File: config.mk
export PLATFORM = sky130hd
export DESIGN_NAME = murmur64a_string_hash
export DESIGN_NICKNAME = d
export VERILOG_FILES = /design/src/rtl/core/mh64_pkg.sv /design/src/rtl/core/mh64_mul.sv /design/src/rtl/core/mh64_front.sv /design/src/rtl/core/mh64_back.sv /design/src/rtl/core/murmur64a_string_hash.sv
export SDC_FILE = /design/constraint.sdc
export NUM_CORES = 2
export LEC_CHECK = 0
export ABC_CLOCK_PERIOD_IN_PS = 12100
export BUFFER_PORTS_ARGS = -buffer_cell sky130_fd_sc_hd__buf_4
export CORE_ASPECT_RATIO = 1.2
export CORE_MARGIN = 2
export CORE_UTILIZATION = 39
export CTS_CLUSTER_DIAMETER = 60
export CTS_CLUSTER_SIZE = 12
export DETAILED_ROUTE_END_ITERATION = 12
export SETUP_SLACK_MARGIN = 0.05
export SLEW_MARGIN = 0
export SYNTH_ARGS = -nofsm -noshare
export SYNTH_HDL_FRONTEND = slang
export SYNTH_SLANG_ARGS = --single-unit
File: constraint.sdc
create_clock -name clk -period 12.1 [get_ports clk]
set_clock_uncertainty 0.05 [all_clocks]
set_input_delay 1.21 -clock clk [delete_from_list [all_inputs] [get_ports clk]]
set_output_delay 1.21 -clock clk [all_outputs]
set_load 0.02 [all_outputs]
File: src/rtl/core/mh64_pkg.sv
`timescale 1ns / 1ps
`default_nettype none

package mh64_pkg;

    // mixing multiplier and shift of the murmur 64a hash
    localparam logic [63:0] MIX_M = 64'hc6a4a7935bd1e995;
    localparam int unsigned MIX_R = 47;

    // default depth of the queue between front and back
    localparam int unsigned QUEUE_DEPTH = 2;

    // one classified word on its way from front to back
    typedef struct packed {
        logic [63:0] word;   // bytes beyond the count already cleared
        logic [30:0] len;    // string length, used on the first word only
        logic        first;  // first word of a string: hash is seeded
        logic        full;   // eight bytes: full word mix
        logic        tail;   // one to seven bytes: tail mix
        logic        fin;    // string ends with this word
    } mh64_item_t;

    typedef enum logic [2:0] {
        BK_IDLE,
        BK_LEN,
        BK_BODY,
        BK_K1,
        BK_K2,
        BK_H,
        BK_FIN,
        BK_OUT
    } mh64_bk_state_t;

    // xorshift by the mixing shift
    function automatic logic [63:0] xorshift(input logic [63:0] v);
        xorshift = v ^ (v >> MIX_R);
    endfunction

endpackage

`default_nettype wire

File: src/rtl/core/mh64_mul.sv
`timescale 1ns / 1ps
`default_nettype none

module mh64_mul (
    input  wire logic        clk,
    input  wire logic        rst_n,
    input  wire logic        start,
    input  wire logic [63:0] a,
    output logic             done,
    output logic [63:0]      product
);
    import mh64_pkg::*;

    localparam logic [31:0] M_LO = MIX_M[31:0];
    localparam logic [31:0] M_HI = MIX_M[63:32];

    logic [63:0] a_reg;
    logic [63:0] acc_reg;
    logic [1:0]  step_reg;
    logic        busy_reg;
    logic        done_reg;

    logic [31:0] op_x;
    logic [31:0] op_y;
    logic [63:0] part;

    // low 64 bits of a * m from three 32 x 32 partial products
    always_comb
    begin
        unique case (step_reg)
            2'd0:
            begin
                op_x = a_reg[31:0];
                op_y = M_LO;
            end
            2'd1:
            begin
                op_x = a_reg[31:0];
                op_y = M_HI;
            end
            default:
            begin
                op_x = a_reg[63:32];
                op_y = M_LO;
            end
        endcase
        part = {32'd0, op_x} * {32'd0, op_y};
    end

    always_ff @(posedge clk or negedge rst_n)
    begin
        if (!rst_n)
        begin
            busy_reg <= 1'b0;
            done_reg <= 1'b0;
            step_reg <= 2'd0;
        end
        else
        begin
            done_reg <= busy_reg && (step_reg == 2'd2);
            if (start)
            begin
                busy_reg <= 1'b1;
                step_reg <= 2'd0;
            end
            else if (busy_reg)
            begin
                if (step_reg == 2'd2)
                begin
                    busy_reg <= 1'b0;
                    step_reg <= 2'd0;
                end
                else
                begin
                    step_reg <= step_reg + 2'd1;
                end
            end
        end
    end

    always_ff @(posedge clk)
    begin
        if (start)
        begin
            a_reg <= a;
        end
        if (busy_reg)
        begin
            if (step_reg == 2'd0)
            begin
                acc_reg <= part;
            end
            else
            begin
                acc_reg[63:32] <= acc_reg[63:32] + part[31:0];
            end
        end
    end

    assign done    = done_reg;
    assign product = acc_reg;

endmodule

`default_nettype wire

File: src/rtl/core/mh64_front.sv
`timescale 1ns / 1ps
`default_nettype none

module mh64_front #(
    parameter int unsigned DEPTH = mh64_pkg::QUEUE_DEPTH
) (
    input  wire logic                clk,
    input  wire logic                rst_n,
    input  wire logic                push,
    output logic                     full,
    input  wire logic [63:0]         data_word,
    input  wire logic [3:0]          byte_count,
    input  wire logic [30:0]         string_len,
    input  wire logic                last,
    output logic                     q_valid,
    output mh64_pkg::mh64_item_t     q_item,
    input  wire logic                q_pop
);
    import mh64_pkg::*;

    localparam int unsigned PTR_W = (DEPTH > 1) ? $clog2(DEPTH) : 1;
    localparam int unsigned CNT_W = $clog2(DEPTH + 1);
    localparam logic [PTR_W-1:0] PTR_LAST = PTR_W'(DEPTH - 1);
    localparam logic [CNT_W-1:0] CNT_FULL = CNT_W'(DEPTH);

    mh64_item_t       mem_reg [DEPTH];
    logic [PTR_W-1:0] wr_ptr_reg;
    logic [PTR_W-1:0] rd_ptr_reg;
    logic [CNT_W-1:0] cnt_reg;
    logic             inside_reg;

    logic       accept;
    logic       take;
    logic [3:0] cnt_clamped;
    logic       is_full;
    logic [63:0] masked;
    mh64_item_t  item;

    assign full    = (cnt_reg == CNT_FULL);
    assign accept  = push && !full;
    assign q_valid = (cnt_reg != '0);
    assign take    = q_pop && q_valid;
    assign q_item  = mem_reg[rd_ptr_reg];

    // classify: clamp the count, clear unused bytes, mark start and end
    always_comb
    begin
        cnt_clamped = byte_count[3] ? 4'd8 : byte_count;
        is_full     = byte_count[3];
        for (int i = 0; i < 8; i++)
        begin
            masked[i*8 +: 8] = (4'(i) < cnt_clamped) ? data_word[i*8 +: 8] : 8'd0;
        end
        item.word  = masked;
        item.len   = string_len;
        item.first = !inside_reg;
        item.full  = is_full;
        item.tail  = !is_full && (cnt_clamped != 4'd0);
        item.fin   = last || !is_full;
    end

    always_ff @(posedge clk or negedge rst_n)
    begin
        if (!rst_n)
        begin
            wr_ptr_reg <= '0;
            rd_ptr_reg <= '0;
            cnt_reg    <= '0;
            inside_reg <= 1'b0;
        end
        else
        begin
            if (accept)
            begin
                wr_ptr_reg <= (wr_ptr_reg == PTR_LAST) ? '0 : wr_ptr_reg + 1'b1;
                inside_reg <= !item.fin;
            end
            if (take)
            begin
                rd_ptr_reg <= (rd_ptr_reg == PTR_LAST) ? '0 : rd_ptr_reg + 1'b1;
            end
            if (accept && !take)
            begin
                cnt_reg <= cnt_reg + 1'b1;
            end
            else if (take && !accept)
            begin
                cnt_reg <= cnt_reg - 1'b1;
            end
        end
    end

    always_ff @(posedge clk)
    begin
        if (accept)
        begin
            mem_reg[wr_ptr_reg] <= item;
        end
    end

endmodule

`default_nettype wire

File: src/rtl/core/mh64_back.sv
`timescale 1ns / 1ps
`default_nettype none

module mh64_back (
    input  wire logic                 clk,
    input  wire logic                 rst_n,
    input  wire logic [63:0]          seed,
    input  wire logic                 q_valid,
    input  wire mh64_pkg::mh64_item_t q_item,
    output logic                      q_pop,
    output logic                      res_valid,
    output logic [63:0]               res_value,
    input  wire logic                 pop
);
    import mh64_pkg::*;

    mh64_bk_state_t state_reg, state_next;
    mh64_item_t     item_reg, item_next;
    logic [63:0]    h_reg, h_next;
    logic           out_valid_reg, out_valid_next;
    logic [63:0]    out_hash_reg, out_hash_next;

    logic        mul_start;
    logic [63:0] mul_a;
    logic        mul_done;
    logic [63:0] mul_p;

    mh64_mul u_mul (
        .clk     (clk),
        .rst_n   (rst_n),
        .start   (mul_start),
        .a       (mul_a),
        .done    (mul_done),
        .product (mul_p)
    );

    always_comb
    begin
        state_next     = state_reg;
        item_next      = item_reg;
        h_next         = h_reg;
        out_valid_next = out_valid_reg && !pop;
        out_hash_next  = out_hash_reg;
        mul_start      = 1'b0;
        mul_a          = '0;
        q_pop          = 1'b0;
        unique case (state_reg)
            BK_IDLE:
            begin
                if (q_valid)
                begin
                    q_pop     = 1'b1;
                    item_next = q_item;
                    if (q_item.first)
                    begin
                        mul_start  = 1'b1;
                        mul_a      = {33'd0, q_item.len};
                        state_next = BK_LEN;
                    end
                    else
                    begin
                        state_next = BK_BODY;
                    end
                end
            end
            BK_LEN:
            begin
                if (mul_done)
                begin
                    h_next     = seed ^ mul_p;
                    state_next = BK_BODY;
                end
            end
            BK_BODY:
            begin
                mul_start = 1'b1;
                priority if (item_reg.full)
                begin
                    mul_a      = item_reg.word;
                    state_next = BK_K1;
                end
                else if (item_reg.tail)
                begin
                    mul_a      = h_reg ^ item_reg.word;
                    state_next = BK_H;
                end
                else
                begin
                    mul_a      = xorshift(h_reg);
                    state_next = BK_FIN;
                end
            end
            BK_K1:
            begin
                if (mul_done)
                begin
                    mul_start  = 1'b1;
                    mul_a      = xorshift(mul_p);
                    state_next = BK_K2;
                end
            end
            BK_K2:
            begin
                if (mul_done)
                begin
                    mul_start  = 1'b1;
                    mul_a      = h_reg ^ mul_p;
                    state_next = BK_H;
                end
            end
            BK_H:
            begin
                if (mul_done)
                begin
                    h_next = mul_p;
                    if (item_reg.fin)
                    begin
                        mul_start  = 1'b1;
                        mul_a      = xorshift(mul_p);
                        state_next = BK_FIN;
                    end
                    else
                    begin
                        state_next = BK_IDLE;
                    end
                end
            end
            BK_FIN:
            begin
                if (mul_done)
                begin
                    h_next     = xorshift(mul_p);
                    state_next = BK_OUT;
                end
            end
            BK_OUT:
            begin
                // wait for the result register to free up
                if (!out_valid_reg || pop)
                begin
                    out_valid_next = 1'b1;
                    out_hash_next  = h_reg;
                    state_next     = BK_IDLE;
                end
            end
            default:
            begin
                state_next = BK_IDLE;
            end
        endcase
    end

    always_ff @(posedge clk or negedge rst_n)
    begin
        if (!rst_n)
        begin
            state_reg     <= BK_IDLE;
            out_valid_reg <= 1'b0;
        end
        else
        begin
            state_reg     <= state_next;
            out_valid_reg <= out_valid_next;
        end
    end

    always_ff @(posedge clk)
    begin
        item_reg     <= item_next;
        h_reg        <= h_next;
        out_hash_reg <= out_hash_next;
    end

    assign res_valid = out_valid_reg;
    assign res_value = out_hash_reg;

endmodule

`default_nettype wire

File: src/rtl/core/murmur64a_string_hash.sv
`timescale 1ns / 1ps
`default_nettype none

// channel   direction  handshake            word
// input     in         push / full          data_word, byte_count, string_len, last
// result    out        empty / pop          hash_value
// config    in         hash_seed_wr_en      hash_seed
//
// one shared 32 x 32 multiplier does each multiply by m as three partial
// products plus a hand-over; a full word needs 3 multiplies;
// a string's first word adds a seeding multiply, its end adds the finalising
// multiply and the result load; a tail word needs one multiply and an empty word none, plus the end
// reset clears the queue, the string tracking, the sequencer and the seed
// input stalls only on a full queue; a waiting result holds back the sequencer

module murmur64a_string_hash #(
    parameter int unsigned QUEUE_DEPTH = mh64_pkg::QUEUE_DEPTH
) (
    input  wire logic        clk,
    input  wire logic        rst_n,
    // input words
    input  wire logic        push,
    output logic             full,
    input  wire logic [63:0] data_word,
    input  wire logic [3:0]  byte_count,
    input  wire logic [30:0] string_len,
    input  wire logic        last,
    // results
    output logic             empty,
    input  wire logic        pop,
    output logic [63:0]      hash_value,
    // seed register
    input  wire logic        hash_seed_wr_en,
    input  wire logic [63:0] hash_seed
);
    import mh64_pkg::*;

    logic [63:0] seed_reg;
    logic        q_valid;
    mh64_item_t  q_item;
    logic        q_pop;
    logic        res_valid;

    // the user must write the seed only while the block is idle; the block itself does not enforce it
    always_ff @(posedge clk or negedge rst_n)
    begin
        if (!rst_n)
        begin
            seed_reg <= '0;
        end
        else if (hash_seed_wr_en)
        begin
            seed_reg <= hash_seed;
        end
    end

    // front: takes words, clamps counts, clears stray bytes, marks first and end
    mh64_front #(
        .DEPTH (QUEUE_DEPTH)
    ) u_front (
        .clk        (clk),
        .rst_n      (rst_n),
        .push       (push),
        .full       (full),
        .data_word  (data_word),
        .byte_count (byte_count),
        .string_len (string_len),
        .last       (last),
        .q_valid    (q_valid),
        .q_item     (q_item),
        .q_pop      (q_pop)
    );

    // back: seeds, mixes, finalises and holds the result word
    mh64_back u_back (
        .clk       (clk),
        .rst_n     (rst_n),
        .seed      (seed_reg),
        .q_valid   (q_valid),
        .q_item    (q_item),
        .q_pop     (q_pop),
        .res_valid (res_valid),
        .res_value (hash_value),
        .pop       (pop)
    );

    assign empty = !res_valid;

endmodule

`default_nettype wire

=== Word-level counts from Yosys, hierarchy flattened ===
Memory sizes are Yosys's and may differ from the RTL's.
Cells that the tools add are included.

* Bits in registers: 400
* RAM bits: 198
* Bits of input ports: 169
* Output and inout port bits: 66
* Logic and storage cells: 147
* Memories: 1

* Add/sub/neg operators: 6
* $mul: 1
* $lt $le $gt $ge: 8
* Equal/unequal tests: 17
* Multiplexer cells: 59
* Bitwise operators: 5
* Reductions and logical operators: 31

{| class="wikitable"
|+ Memories
! name !! words !! width !! rd ports !! clocked after memory_dff !! write ports !! line !! RTL
|-
| u_front.mem_reg || 2 || 99 || 1 || 0 || 1 || mh64_front.sv:26 || <nowiki>mh64_item_t mem_reg [DEPTH];</nowiki>
|}

{| class="wikitable"
|+ Operator list
! cell !! count
|-
| $mux W64 || 10
|-
| $pmux W64 S5 || 1
|-
| $pmux W64 S3 || 1
|-
| $xor A64 B64 Y64 || 3
|-
| $xor A64 B17 Y64 || 2
|-
| $mux W32 || 3
|-
| $mul A32 B32 Y64 || 1
|-
| $mux W8 || 8
|-
| $add A32 B32 Y32 || 1
|-
| $mux W31 || 1
|-
| $mux W3 || 9
|-
| $pmux W3 S8 || 1
|-
| $lt A3 B4 Y1 const A || 4
|-
| $mux W1 || 16
|-
| $mux W2 || 7
|-
| $eq A3 B3 Y1 const B || 4
|-
| $ne A2 B2 Y1 const B || 6
|-
| $logic_not A1 Y1 || 8
|-
| $lt A1 B4 Y1 const A || 2
|-
| $lt A2 B4 Y1 const A || 2
|-
| $logic_and A1 B1 Y1 || 7
|-
| $reduce_and A7 Y1 || 1
|-
| $eq A3 B2 Y1 const B || 2
|-
| $reduce_and A2 Y1 || 3
|-
| other kinds (17) || 24
|}

=== Longest topological paths before layout ===
* Depth after elaboration: 7
* Gate-level depth with buffers: 41
* Gate-level depth less buffers: 38

=== Modules after synthesis ===
Synthesis repeated with hierarchy kept, for this count alone.

* Cells, all modules: 4,532
* Area, all modules: 51,922.3 um2

{| class="wikitable"
|+ By module, submodules not included
! module !! times used !! cells each !! area each (um2) !! seq. area each (um2)
|-
| mh64_mul || 1 || 2,969 || 30,387.9 || 3,943.8
|-
| mh64_back || 1 || 1,019 || 11,003.1 || 5,955.7
|-
| mh64_front || 1 || 408 || 7,848.8 || 6,070.8
|-
| murmur64a_string_hash || 1 || 136 || 2,682.6 || 1,601.5
|}

=== Worst setup path after synthesis ===
OpenSTA, ideal clock, no wires.

* Path type: register to register
* From: register u_back.u_mul.step_reg[1]
* To: register u_back.u_mul.acc_reg[61], in the netlist u_back.u_mul.product[61], data pin
* Library setup time: 0.152 ns
* Arrival time: 9.384 ns
* Required time: 11.898 ns
* Slack: 2.513 ns
* Cell stages (with the launch flop): 40
* Buffers on the path: 5
* Clock period less this slack: 9.587 ns
* Cell sequence: dfrtp_1 > clkbuf_1 > buf_1 > clkbuf_1 > mux2i_1 > inv_1 > nand2_1 > inv_1 > ha_1 > fa_1 > inv_1 > fa_1 > fa_1 > inv_1 > fa_1 > inv_1 > fa_1 > inv_1 > [... 4 more ...] > ha_1 > clkbuf_1 > and4_1 > nand4_1 > a21oi_1 > nand2b_1 > xor2_1 > ha_1 > clkbuf_1 > a21o_1 > a21o_1 > a21oi_1 > nor2b_1 > o21ai_0 > a31oi_1 > o21ai_0 > or3b_2 > o21ai_0

* Cells in the longest elaborated chain, start to end: 6
* Elaborated cells between the ends (all ways): 8
* Classes of those cells: 1 x add/sub; 1 x mul; 1 x eq/ne; 3 x mux; 2 x reduce/logical

{| class="wikitable"
|+ Ends and longest elaborated chain
! element !! line !! RTL
|-
| start: declaration || mh64_mul.sv:19 || <nowiki>logic [1:0] step_reg;</nowiki>
|-
| start signal: assignment || mh64_mul.sv:75 || <nowiki>step_reg <= step_reg + 2'd1;</nowiki>
|-
| $eq A2 B1 Y1 / $logic_not A2 Y1 (equally long branches) || mh64_mul.sv:30 || <nowiki>unique case (step_reg)</nowiki>
|-
| $reduce_or A2 Y1 (no source line) || n/a ||
|-
| $mux W32 || mh64_mul.sv:30 ||
|-
| $mul A32 B32 Y64 (*) || mh64_mul.sv:47 || <nowiki>part = {32'd0, op_x} * {32'd0, op_y};</nowiki>
|-
| named net u_back.u_mul.part[22] || mh64_mul.sv:25 || <nowiki>logic [63:0] part;</nowiki>
|-
| $add A32 B32 Y32 (*) || mh64_mul.sv:95 || <nowiki>acc_reg[63:32] <= acc_reg[63:32] + part[31:0];</nowiki>
|-
| $mux W32 (*) || mh64_mul.sv:89 || <nowiki>if (step_reg == 2'd0)</nowiki>
|-
| end signal: assignment || mh64_mul.sv:91 || <nowiki>acc_reg <= part;</nowiki>
|-
| end signal: assignment || mh64_mul.sv:95 ||
|-
| end: declaration || mh64_mul.sv:18 || <nowiki>logic [63:0] acc_reg;</nowiki>
|}

The timed path passes the listed nets; every way through them passes the cells marked *.
A chain may end at the register's enable or synchronous reset.

=== Final worst setup path ===
Ends and elaborated chain as after synthesis.

==> metrics <==
final slew viol count=0; layout-stage area growth over the synthesis result=10.73%; gr ovfl total=0; category of the worst setup path capture point=flip-flop; remaining number of nets flagged by the antenna check after routing=0; number of buffers on the longest clock path=3; portion of the post-synthesis area used by sequential elements=34.57%; buffers inserted by post-CTS timing repair=0; routability congestion estimate from global placement=0.9858; clock buffers created by TritonCTS=59; die boundary width=333.6 µm; fraction of layout instances using a drive strength above 1=11.52%; clk sinks=598; Finished Core Util=43.39%; via count of the first global-routing pass=35950; detailed placer's ending HPWL=135200 µm; number of distinct library cells after synthesis=69; unrepaired setup endpoints after global routing=false; count of nets after finishing=5822; DRC=0; cell area after synthesis=50830 µm²; first drt pass iteration count=6; wire length of the first global-routing pass=243000 µm; GRT Total Usage=24.99%; slowest stage cell, crit path=dfrtp_2; antenna violations before repair=3; Critical Path Source Type=flip-flop; Syn Area/Cell=11.50 µm²; die area=133300 µm²; min cycle time layout=10.37 ns; setup_tns=0 ns; Reg2Reg Launch Point=u_back.u_mul.step_reg[1]$_DFFE_PN0P_; Worst path most repeated cell=inv_1; relative slew slack=24.11%; gate family responsible for the most delay along the worst path=adder cells; number of flip-flops in the largest register=198; initial detailed-routing violation count=3046; post-layout power=4.750 mW; DR vias=34080; Worst Path Arrival=10.81 ns; via/cell ratio=5.372; total I/O pin count=235; Final Setup Violations=0; max-capacitance violation count=0; Crit path required time=12.54 ns; CP Class=reg -> reg; number of rows in the core area=145; Final period util=85.68%; Worst Setup SP=u_back.u_mul.step_reg[1]$_DFFE_PN0P_; EDFF count, synth=521; Port Buffers=234; final WL=164800 µm; fill cell count=12140; maximum frequency from static timing analysis=96.46 MHz; maximum level of the CTS H-tree=2; Skew-Pair Late Insertion Delay=0.67 ns; total core area=129700 µm²; Reg clk slew, reported paths=0.07 ns; largest net degree at the start of global routing=86; post-synthesis register bit count=598; run status=completed; die boundary height=399.5 µm; TritonCTS clock tree=built; post-DR wirelength/cell=25.97 µm; pwr dens=84.39 nW/µm²; n_diodes=0; Final Hold Vio Count=0; Critical path buffers and inverters=8; worst slack on hold paths=0.4074 ns; # hold bufs at CTS=0; clock tree root driver cell=clkbuf_16; actual transition at the worst max-transition pin=1.107 ns; Max FO, Critical Path=22; largest vdd supply drop=0.0001887 V; initial core utilization=39.19%; Post-Syn Instances=4421; path type of the worst min-delay path=in -> async; Synth async-reset ratio=12.88%; total leakage power=24.57 nW; count of yosys warnings during synthesis=0; Largest stage delay, worst path=0.76 ns; quantity of gates resized following cts=0; top_reg_cell synth=edfxtp_1
[routing by layer]
layer,wire [µm],vias up,global-route usage [%]
met5,12,-,0
met4,7266,2,9.955
met3,8418,253,2.317
met2,82490,1242,43.62
met1,66580,17440,32.06
li1,-,15140,-
[kinds of logic (layout without fill, tap and decap cells)]
| family | count (synthesis) | count (layout) | share of synthesized area [%] |
|---|---|---|---|
| fa+ha+maj | 1049 | 1049 | 34.90 |
| simple gates | 714 | 714 | 6.400 |
| xor+xnor | 204 | 204 | 3.515 |
| mux | 217 | 217 | 4.630 |
| flops | 598 | 598 | 34.57 |
| buf+inv | 944 | 1173 | 6.975 |
| compound gates | 693 | 693 | 8.996 |
| other cells | 2 | 6 | 0.01477 |
[final timing paths]
check | slack [ns] | to | cells past startpoint
worst max register to register | 1.73 | u_back.u_mul.product[61]$_DFFE_PP_ | 34
max in group asynchronous | 10.29 | u_front.rd_ptr_reg$_DFFE_PN0P_ | 2
worst min-delay path | 0.41 | seed_reg[1]$_DFFE_PN0P_ | 1
min in group clk | 0.45 | u_front.inside_reg$_DFFE_PN0P_ | 2
worst min register to register | 0.45 | u_front.inside_reg$_DFFE_PN0P_ | 2
worst max-delay path | 1.73 | u_back.u_mul.product[61]$_DFFE_PP_ | 34
[worst register-to-register path, delay by kind of cell (launching register included)]
family	cells	cell delay [ns]
adder cells (fa/ha/maj)	10	4.70
AND/OR/NAND/NOR	6	1.47
buffers and inverters	8	0.97
XOR/XNOR	1	0.31
multiplexers	1	0.52
flip-flops	1	0.76
AO/OA/AOI/OAI	8	1.42
[layout make-up]
class | count | area (µm²) | share of cell area [%]
Clock buffer | 102 | 1648 | 2.927
Tap cell | 1690 | 2115 | 3.757
Multi-Input combinational cell | 2883 | 29800 | 52.95
Clock inverter | 9 | 122.6 | 0.2178
Sequential cell | 598 | 17580 | 31.23
Inverter | 786 | 2950 | 5.241
Timing Repair Buffer | 276 | 2072 | 3.681
[placed cells by master (no fill, tap or decap), types with 55 or more instances in the layout]
master / instances
a21o_1: 75
a21oi_1: 192
buf_4: 276
clkbuf_16: 59
dfrtp_1: 75
edfxtp_1: 521
fa_1: 615
ha_1: 434
inv_1: 784
mux2_2: 145
mux2i_1: 72
nand2_1: 326
nor2_1: 135
nor2b_1: 55
o21ai_0: 165
xnor2_1: 152
[cells in the mapped netlist (24+ instances only)]
cell | number | area share (%)
o221ai_1 | 35 | 0.60
a211o_1 | 34 | 0.59
ha_1 | 434 | 11
fa_1 | 615 | 24
nor2_1 | 140 | 1.0
nand2_1 | 326 | 2.4
clkbuf_1 | 142 | 1.0
a221oi_1 | 24 | 0.41
nand3_1 | 55 | 0.54
edfxtp_1 | 521 | 31
xnor2_1 | 152 | 2.6
o211a_1 | 33 | 0.65
inv_1 | 785 | 5.8
nor2b_1 | 56 | 0.69
o21ai_0 | 165 | 1.6
mux2_2 | 145 | 3.2
and2_1 | 32 | 0.39
a21oi_1 | 193 | 1.9
a21o_1 | 75 | 1.1
mux2i_1 | 72 | 1.4
dfrtp_1 | 77 | 3.8
xor2_1 | 52 | 0.90
[through the flow]
| step | setup WS [ns] | cell area, µm² | cells |
|---|---|---|---|
| 2_1_floorplan | 2.513 | 50850 | 4425 |
| 5_1_grt | 1.128 | 56290 | 6344 |
| 3_3_place_gp | 1.807 | 54520 | 6233 |
| 4_1_cts | 1.701 | 56290 | 6344 |
| 6_report | 1.733 | 56290 | 6344 |
| 3_5_place_dp | 1.797 | 54520 | 6233 |
[power breakdown]
group / total, mW / internal (mW) / switching, mW
registers: 2.51 / 2.46 / 0.0525
clock network: 1.74 / 0.932 / 0.811
logic: 0.495 / 0.195 / 0.300
total: 4.75 / 3.59 / 1.16
(Power assumes the default switching activity.)
